--- src/hdl/gted_pkg.sv ---
package gted_pkg;

    localparam int unsigned ByteW   = 8;
    localparam int unsigned TallyW  = 2;

    localparam logic [ByteW-1:0]  IdleMax        = 8'hFF;
    localparam logic [TallyW-1:0] TallyFull      = 2'd3;
    localparam logic [ByteW-1:0]  EscCharReset   = 8'd43;   // '+'
    localparam logic [ByteW-1:0]  GuardReset     = 8'd50;   // 1 s at 50 ticks/s

    // configuration register indexes
    typedef enum logic [0:0] {
        CFG_ESCAPE_CHAR = 1'b0,
        CFG_GUARD_TICKS = 1'b1
    } cfg_idx_t;

    typedef struct packed {
        logic             is_tick;
        logic [ByteW-1:0] data_byte;
    } gted_in_t;

    typedef struct packed {
        logic              escape_detected;
        logic [TallyW-1:0] escape_seen;
    } gted_out_t;

    typedef struct packed {
        logic [ByteW-1:0] escape_char;
        logic [ByteW-1:0] guard_ticks;
    } gted_cfg_t;

endpackage

--- src/hdl/guard_time_escape_detector_top.sv ---
// Guard-time escape detector: one result word per input word.
// The result is registered in the output stage: in the result register, or in the skid entry behind a held result.
// Throughput: one word per cycle while the skid entry is free; a two-entry output stage
// (result + skid) keeps input accepting while one result waits for the consumer.
// Reset (rst_n, async low): idle count saturated, tally and wait cleared,
// escape char = '+', guard time = 50 ticks, output stage empty.
module guard_time_escape_detector_top (
    input  logic                clk,
    input  logic                rst_n,

    input  logic                in_valid,
    output logic                in_ready,
    input  gted_pkg::gted_in_t   in_word,

    output logic                out_valid,
    input  logic                out_ready,
    output gted_pkg::gted_out_t  out_word,

    input  logic                cfg_we,
    input  gted_pkg::cfg_idx_t   cfg_index,
    input  logic [7:0]          cfg_data
);
    import gted_pkg::*;

    // configuration registers
    gted_cfg_t cfg_reg;

    always_ff @(posedge clk or negedge rst_n)
    begin
        if (!rst_n)
        begin
            cfg_reg.escape_char <= EscCharReset;
            cfg_reg.guard_ticks <= GuardReset;
        end
        else if (cfg_we)
        begin
            case (cfg_index)
                CFG_ESCAPE_CHAR: cfg_reg.escape_char <= cfg_data;
                CFG_GUARD_TICKS: cfg_reg.guard_ticks <= cfg_data;
                default:         cfg_reg <= cfg_reg;
            endcase
        end
    end

    // detector state and per-word update
    logic      in_accept;
    gted_out_t core_result;

    assign in_accept = in_valid && in_ready;

    gted_core u_core (
        .clk     (clk),
        .rst_n   (rst_n),
        .accept  (in_accept),
        .in_word (in_word),
        .cfg     (cfg_reg),
        .result  (core_result)
    );

    // output stage: main result register plus one skid entry.
    // Input stalls only when both entries are full.
    gted_out_t out_reg;
    gted_out_t skid_reg;
    logic      out_valid_reg;
    logic      skid_valid_reg;
    logic      out_pop;

    assign out_pop  = out_valid_reg && out_ready;
    assign in_ready = !skid_valid_reg;

    always_ff @(posedge clk or negedge rst_n)
    begin
        if (!rst_n)
        begin
            out_valid_reg  <= 1'b0;
            skid_valid_reg <= 1'b0;
        end
        else if (out_pop)
        begin
            if (skid_valid_reg)
            begin
                skid_valid_reg <= 1'b0;     // no accept possible here
            end
            else
            begin
                out_valid_reg <= in_accept;
            end
        end
        else if (in_accept)
        begin
            if (out_valid_reg)
            begin
                skid_valid_reg <= 1'b1;
            end
            else
            begin
                out_valid_reg <= 1'b1;
            end
        end
    end

    // payload registers, no reset
    always_ff @(posedge clk)
    begin
        if (out_pop)
        begin
            if (skid_valid_reg)
            begin
                out_reg <= skid_reg;
            end
            else if (in_accept)
            begin
                out_reg <= core_result;
            end
        end
        else if (in_accept)
        begin
            if (out_valid_reg)
            begin
                skid_reg <= core_result;
            end
            else
            begin
                out_reg <= core_result;
            end
        end
    end

    assign out_valid = out_valid_reg;
    assign out_word  = out_reg;

`ifndef SYNTHESIS
    // skid entry is only used behind a held result
    a_skid_order: assert property (@(posedge clk) disable iff (!rst_n)
        skid_valid_reg |-> out_valid_reg)
        else $error("skid holds a word while output is empty");

    // an accepted word always lands somewhere
    a_accept_lands: assert property (@(posedge clk) disable iff (!rst_n)
        in_accept |=> out_valid_reg)
        else $error("accepted word lost");

    // full stage with a stalled consumer stays full
    a_full_hold: assert property (@(posedge clk) disable iff (!rst_n)
        (skid_valid_reg && !out_ready) |=> (skid_valid_reg && out_valid_reg))
        else $error("output stage drained without a pop");
`endif

endmodule

--- src/hdl/gted_core.sv ---
module gted_core (
    input  logic               clk,
    input  logic               rst_n,
    input  logic               accept,
    input  gted_pkg::gted_in_t  in_word,
    input  gted_pkg::gted_cfg_t cfg,
    output gted_pkg::gted_out_t result
);
    import gted_pkg::*;

    logic [ByteW-1:0]  idle_reg,  idle_next;
    logic [TallyW-1:0] tally_reg, tally_next;
    logic              await_reg, await_next;
    logic              pulse;

    logic [ByteW-1:0]  idle_inc;
    logic [TallyW-1:0] tally_base;
    logic              quiet;

    always_comb
    begin
        idle_inc   = (idle_reg == IdleMax) ? IdleMax : idle_reg + 1'b1;
        tally_base = await_reg ? '0 : tally_reg;
        quiet      = (idle_reg >= cfg.guard_ticks);

        idle_next  = idle_reg;
        tally_next = tally_reg;
        await_next = await_reg;
        pulse      = 1'b0;

        if (in_word.is_tick)
        begin
            idle_next = idle_inc;
            if (await_reg && (idle_inc >= cfg.guard_ticks))
            begin
                pulse      = 1'b1;
                await_next = 1'b0;
                tally_next = '0;
            end
        end
        else
        begin
            // a byte while waiting drops the pending sequence first
            tally_next = tally_base;
            if (in_word.data_byte == cfg.escape_char)
            begin
                if (tally_base == '0)
                begin
                    tally_next = quiet ? TallyW'(1) : '0;
                end
                else if (tally_base != TallyFull)
                begin
                    tally_next = quiet ? TallyW'(1) : tally_base + 1'b1;
                end
            end
            else
            begin
                tally_next = '0;
            end
            idle_next  = '0;
            await_next = (tally_next == TallyFull);
        end
    end

    always_ff @(posedge clk or negedge rst_n)
    begin
        if (!rst_n)
        begin
            idle_reg  <= IdleMax;
            tally_reg <= '0;
            await_reg <= 1'b0;
        end
        else if (accept)
        begin
            idle_reg  <= idle_next;
            tally_reg <= tally_next;
            await_reg <= await_next;
        end
    end

    assign result.escape_detected = pulse;
    assign result.escape_seen     = tally_next;

`ifndef SYNTHESIS
    // waiting for trailing silence only ever follows a full tally
    a_await_full: assert property (@(posedge clk) disable iff (!rst_n)
        await_reg |-> (tally_reg == TallyFull))
        else $error("await set without full tally");

    // pulse clears the tally on the same word
    a_pulse_clear: assert property (@(posedge clk) disable iff (!rst_n)
        (accept && pulse) |=> (tally_reg == '0 && !await_reg))
        else $error("pulse did not clear state");

    // any byte restarts the idle count
    a_byte_idle: assert property (@(posedge clk) disable iff (!rst_n)
        (accept && !in_word.is_tick) |=> (idle_reg == '0))
        else $error("idle count not restarted by byte");
`endif

endmodule
--- config.mk ---
export PLATFORM = sky130hd
export DESIGN_NAME = guard_time_escape_detector_top
export DESIGN_NICKNAME = d
export VERILOG_FILES = /design/src/hdl/gted_pkg.sv /design/src/hdl/guard_time_escape_detector_top.sv /design/src/hdl/gted_core.sv
export SDC_FILE = /design/constraint.sdc
export NUM_CORES = 1
export LEC_CHECK = 0
export BUFFER_PORTS_ARGS = -buffer_cell sky130_fd_sc_hd__buf_2
export CAP_MARGIN = 20
export CORE_AREA = 2 2 67 69
export CTS_BUF_LIST = sky130_fd_sc_hd__clkbuf_8
export CTS_CLUSTER_SIZE = 25
export DETAILED_ROUTE_END_ITERATION = 8
export DIE_AREA = 0 0 69 71
export HOLD_SLACK_MARGIN = 0.12
export PLACE_DENSITY = 0.76
export SLEW_MARGIN = 40
export SYNTH_ARGS = -nofsm -noshare
export SYNTH_HDL_FRONTEND = slang
export SYNTH_SLANG_ARGS = --single-unit
--- constraint.sdc ---
create_clock -name clk -period 2.8 [get_ports clk]
set_input_delay 0.28 -clock clk [delete_from_list [all_inputs] [get_ports clk]]
set_output_delay 0.28 -clock clk [all_outputs]
set_load 0.05 [all_outputs]
## Word level (Yosys, flattened, before mapping)

Index checks and enable logic that the tools add are counted.

- Add/sub/neg operators: 2
- Multiply operators: 0
- Div/mod/pow operators: 0
- Magnitude comparators: 2
- Equal/unequal tests: 7
- Shift-type cells: 0
- Muxes and demuxes: 26
- Bitwise operators: 2
- Reduce and logical (&&, ||, !) cells: 15

Operators by type and width:

| cell | number |
|---|---|
| 8-bit >= comparator | 2 |
| 2-bit two-way mux | 8 |
| 8-bit two-way mux | 2 |
| 3-bit two-way mux | 5 |
| 1-bit two-way mux | 11 |
| 2-bit AND reduction | 5 |
| 8-bit by 1-bit adder with 8-bit output (second input constant) | 1 |
| 8-bit equality test | 1 |
| 8-bit equality test (second input constant) | 1 |
| 3-bit AND reduction | 2 |
| 2-bit nonzero test | 3 |
| 2-bit by 1-bit inequality test with 1-bit output (second input constant) | 2 |
| 2-bit inequality test (second input constant) | 2 |
| 1-bit logical AND | 3 |
| 2-bit by 1-bit adder with 2-bit output (second input constant) | 1 |
| 2-bit equality test (second input constant) | 1 |
| 2-bit logical NOT | 1 |
| 1-bit inverter | 2 |
| 1-bit logical NOT | 1 |

- Bits in registers: 35
- Bits in latches: 0
- Bits in writable memories: 0
- Bits in read-only memories: 0
- Input bits: 23
- Output and inout bits: 5
- Word-level logic and storage cells: 65
- Memories kept: 0

## Depth between registers and ports, before layout

- Depth after elaboration: 11
- Mapped depth: 11

## Cells and area by module

From an unflattened synthesis, not the netlist that was laid out.

- Cell total of the unflattened synthesis: 206
- Area total of the unflattened synthesis: 2198.4 um^2

Modules (own cells, without submodules):

| module | times used | cells each | area each (um^2) | sequential area each (um^2) |
|---|---|---|---|---|
| gted_core | 1 | 148 | 1217.4 | 285.3 |
| guard_time_escape_detector_top | 1 | 58 | 980.9 | 639.4 |

## Worst setup path before layout

No wires, ideal clock.

- Path kind: reg-to-reg
- Start: register u_core.idle_reg[1]
- End: register out_reg, in the netlist out_word[2], data pin
- Library setup time: 0.260 ns
- Arrival time: 2.818 ns
- Setup slack: -0.277 ns
- Cell stages (with the launch flop): 12
- Period minus slack after synthesis: 3.077 ns
- Path through: dfstp_2 -> ha_1 -> and4_2 -> nand4_1 -> buf_2 -> and2_1 -> ha_1 -> nand2b_1 -> a2111oi_2 -> o22ai_1 -> and2_1 -> mux2_2

RTL lines:

| element | line | RTL |
|---|---|---|
| start, declared | gted_core.sv:11 | `logic [ByteW-1:0] idle_reg, idle_next;` |
| start signal, assigned | gted_core.sv:69 | `idle_reg <= IdleMax;` |
| start signal, assigned | gted_core.sv:75 | `idle_reg <= idle_next;` |
| end signal, assigned | guard_time_escape_detector_top.sv:109 | `out_reg <= skid_reg;` |
| end signal, assigned | guard_time_escape_detector_top.sv:113 | `out_reg <= core_result;` |
| end signal, assigned | guard_time_escape_detector_top.sv:124 | `out_reg <= core_result;` |
| end, declared | guard_time_escape_detector_top.sv:62 | `gted_out_t out_reg;` |

==> impl_summary.log <==
INFO  metric global_route.usage.met1 = 26.5%
INFO  metric worstSetupEndpointType = flop
INFO  metric power_per_cell_area = 682 nW/µm²
INFO  metric crit_family = simple AND/OR/NAND/NOR gates
INFO  metric finish.cell_count_without_fillers = 306
INFO  metric mean_routed_wirelength_per_cell = 15.1 µm
INFO  metric drt-total-wl = 4630 µm
INFO  metric highest_clock_frequency_the_design_can_meet = 346 MHz
INFO  metric syn_area_per_cell = 10.6 µm²
INFO  metric synth_async_sr_flop_share = 82.9%
INFO  metric slew_viol_final = 0
INFO  metric final_critical_path_setup_slack = -0.0866 ns
INFO  metric syn2layout_area_growth = 25.6%
INFO  metric core_region_area = 4200 µm²
INFO  metric cellInternalPower = 1180 µW
INFO  metric vias = 1687
INFO  metric met2_track_demand_over_resource = 32.6%
INFO  metric cts_tree = done
INFO  metric grt_start_max_net_pins = 30
INFO  metric level_count_of_the_clock_h_tree = 2
INFO  metric number_of_buffers_inserted_during_clock_tree_synthesis = 5
INFO  metric violations = setup timing
INFO  metric ios = 28
INFO  metric die-area = 4900 µm²
INFO  metric drt-initial-drc-count = 83
INFO  metric final_min_period_over_clock_period = 103%
INFO  metric synth_sequential_area_ratio = 42.6%
INFO  metric row_count = 24
INFO  metric clkLatencyLatePin = 0.29 ns
INFO  metric filler_cell_count = 325
INFO  metric portBuffers = 27
INFO  metric root_buffer = clkbuf_8
INFO  metric critical_path.cell_chain = ha_4 > and4_4 > nand4_1 > and2_4 > ha_4 > nand2b_4 > a2111oi_4 > o22ai_2 > and2_4 > mux2_4
INFO  metric power.switching = 682 µW
INFO  metric setup_viol = 3
INFO  metric largest_register_ffs = 16
INFO  metric drcViolationCount = 0
INFO  metric worst-path-buf-inv = 0
INFO  metric rsz_0062_raised_after_global_routing = yes
INFO  metric critPathArrivalTime = 2.94 ns
INFO  metric grt_first_pass_wirelength = 7740 µm
INFO  metric hold_viol_final = 0
INFO  metric crit_fanout = 5
INFO  metric critical_path.max_stage_delay = 0.57 ns
INFO  metric yosysWarningCount = 0
INFO  metric grtUsageMet3 = 5.13%
INFO  metric start_util = 51.6%
INFO  metric drive_above_1_share = 42.9%
INFO  metric relSlewSlack = 54.8%
INFO  metric dp_slack = -0.0677 ns
INFO  metric die_width = 69 µm
INFO  metric synth_ff_type = dfstp_2
INFO  metric post-route-min-period = 2.89 ns
INFO  metric yosys_register_bits = 35
INFO  metric p_seq_share = 38.5%
INFO  metric synth.distinct_cells = 43
INFO  metric finClkSkew = 0.00353 ns
INFO  metric final_sum_of_negative_setup_slack = -0.119 ns
INFO  metric grt-ovfl-total = 0
INFO  metric first_global_vias = 1658
INFO  metric global_route.peak_usage_layer = met2
INFO  metric post_synth_inst_count = 205
INFO  metric grt_usage = 20.3%
INFO  metric antenna_violations_before_repair = 0
INFO  metric outcome = complete, but fails checks
INFO  metric hp-class = in2reg
INFO  metric dp_hpwl = 3340 µm
INFO  metric critical-path-slowest-cell = dfstp_2
INFO  metric dr.pass1.iters = 4
INFO  metric pwr-share-comb = 39.3%
INFO  metric numClockSinks = 35
INFO  metric worst-endpoint-required = 2.85 ns
INFO  metric fp.dieH = 71 µm
INFO  metric number_of_flops_mapped_to_enable_cells_by_yosys = 6
INFO  metric pwr-share-clk = 22.2%
INFO  metric worstSetupPathType = reg2reg
INFO  metric routability_congestion_estimate_from_global_placement = 0.810
INFO  metric actual_slew_at_the_worst_max_slew_pin = 0.676 ns
INFO  metric design_power_total = 1860 µW
INFO  metric synthesis.area = 2170 µm²
INFO  metric antenna-diode-count = 0
INFO  metric setup.worst_path.start_class = flop
INFO  metric drt-vias-per-instance = 5.51
INFO  metric clk_transition_reported_paths = 0.07 ns
INFO  metric vdd.ir_drop.worst = 0.305 mV
INFO  metric finish.net_count = 295
INFO  metric drv.max_cap_violation_count = 0
INFO  metric p_leak = 0.00123 µW
INFO  metric route.antenna.remaining_nets = 0
INFO  metric dp_cells = 289
INFO  metric cts_buffer_depth = 2
INFO  metric synth_fp_nets = 247
INFO  metric switching_share = 36.6%
[metal layers]
| metal | share of wire (%) | wire [µm] |
|---|---|---|
| met4 | 2.0 | 92 |
| met2 | 47 | 2190 |
| met3 | 3.8 | 176 |
| met5 | 0 | 0 |
| met1 | 47 | 2170 |
[area by class of cell]
type | count | area, µm² | share of cell area, %
Timing Repair Buffer | 47 | 288 | 10.6
Sequential cell | 35 | 925 | 33.9
Multi-Input combinational cell | 150 | 1290 | 47.4
Clock inverter | 1 | 7.51 | 0.275
Tap cell | 52 | 65.1 | 2.39
Inverter | 14 | 52.6 | 1.93
Clock buffer | 7 | 96.3 | 3.53
[worst reg2reg max path: stages (launching register included)]
cell	delay [ns]
dfstp_2	0.57
ha_4	0.14
and4_4	0.23
nand4_1	0.18
and2_4	0.22
ha_4	0.20
nand2b_4	0.14
a2111oi_4	0.42
o22ai_2	0.15
and2_4	0.17
mux2_4	0.24
[timing repair]
| action | 4_1_cts | 5_1_grt |
|---|---|---|
| hold endpoints to repair | 14 | 0 |
| buffers inserted | 5 | 3 |
| hold buffers | 1 | 0 |
| endpoints found under the setup margin | 1 | 8 |
| gates resized for setup | 3 | 9 |
| pin swaps | 4 | 9 |
| cloned | 0 | 0 |
[power by group through the flow]
| stage | Clock, µW | Sequential, µW | Combinational (µW) |
|---|---|---|---|
| detailed placement | 0 | 724 | 697 |
| floorplan | 0 | 799 | 439 |
| CTS | 420 | 715 | 712 |
| global route | 446 | 728 | 798 |
| finish | 414 | 716 | 731 |
| global placement | 0 | 719 | 680 |
[synthesized netlist by cell type, types with 2 or more instances]
master / number / area (µm²)
nand2_1: 20 / 75.1
ha_1: 19 / 238
mux2_2: 18 / 203
dfstp_2: 15 / 394
dfrtp_1: 14 / 350
inv_1: 14 / 52.6
a21oi_1: 12 / 60.1
xnor2_1: 11 / 96.3
nor2_1: 9 / 33.8
edfxtp_1: 6 / 180
o21ai_0: 6 / 30.0
nand2b_1: 5 / 31.3
nand3_1: 5 / 25.0
nor2b_1: 5 / 31.3
a31oi_1: 4 / 25.0
a21o_1: 3 / 22.5
buf_6: 3 / 33.8
nand4_1: 3 / 18.8
a2111oi_2: 2 / 30.0
and2_1: 2 / 12.5
and3_1: 2 / 12.5
and3_4: 2 / 22.5
clkbuf_1: 2 / 7.51
nor3_1: 2 / 10.0
o22ai_1: 2 / 12.5
o2bb2ai_1: 2 / 17.5
[logic make-up (layout without fill, tap and decap cells)]
kind of cell | count (synthesis) | after routing | synth area share (%)
compound gates | 42 | 42 | 13.3
xor+xnor | 11 | 11 | 4.44
simple gates | 59 | 59 | 14.2
mux | 19 | 19 | 10.0
buf+inv | 20 | 69 | 4.55
fa+ha+maj | 19 | 19 | 11.0
flops | 35 | 35 | 42.6
[worst paths after layout]
kind	startpoint	to	slack, ns	cells after the start
worst min-delay path	out_ready	skid_valid_reg	0.19	2
worst min register to register	u_core.idle_reg[6]	u_core.idle_reg[6]	0.50	2
worst max register to register	u_core.idle_reg[1]	out_word[2]	-0.09	10
max in group asynchronous	rst_n	u_core.tally_reg[0]	1.84	2
min in group asynchronous	rst_n	skid_valid_reg	0.54	2
worst max-delay path	u_core.idle_reg[1]	out_word[2]	-0.09	10
[metrics by stage]
stage	hold slack (ns)	utilization, %	instance area, µm²
5_1_grt	0.191	64.9	2730
4_1_cts	0.178	63.2	2660
2_1_floorplan	-0.0156	-	2250
6_report	0.186	64.9	2730
3_3_place_gp	0.353	59.0	2480
3_5_place_dp	0.353	59.0	2480
[placed cells by master, fill, tap and decap left out, types with 3 or more instances in the layout]
master / instances
nor2b_1: 5
xnor2_1: 11
and3_4: 3
a31oi_1: 4
o21ai_0: 5
nand3_1: 5
edfxtp_1: 6
buf_4: 19
dfstp_2: 15
buf_2: 27
ha_1: 15
inv_1: 14
mux2_2: 17
clkbuf_8: 7
nand2_1: 18
nand2b_1: 4
ha_4: 4
nor2_1: 9
a21oi_1: 12
a21o_1: 3
dfrtp_1: 14
nand4_1: 3
(Power assumes the default switching activity.)
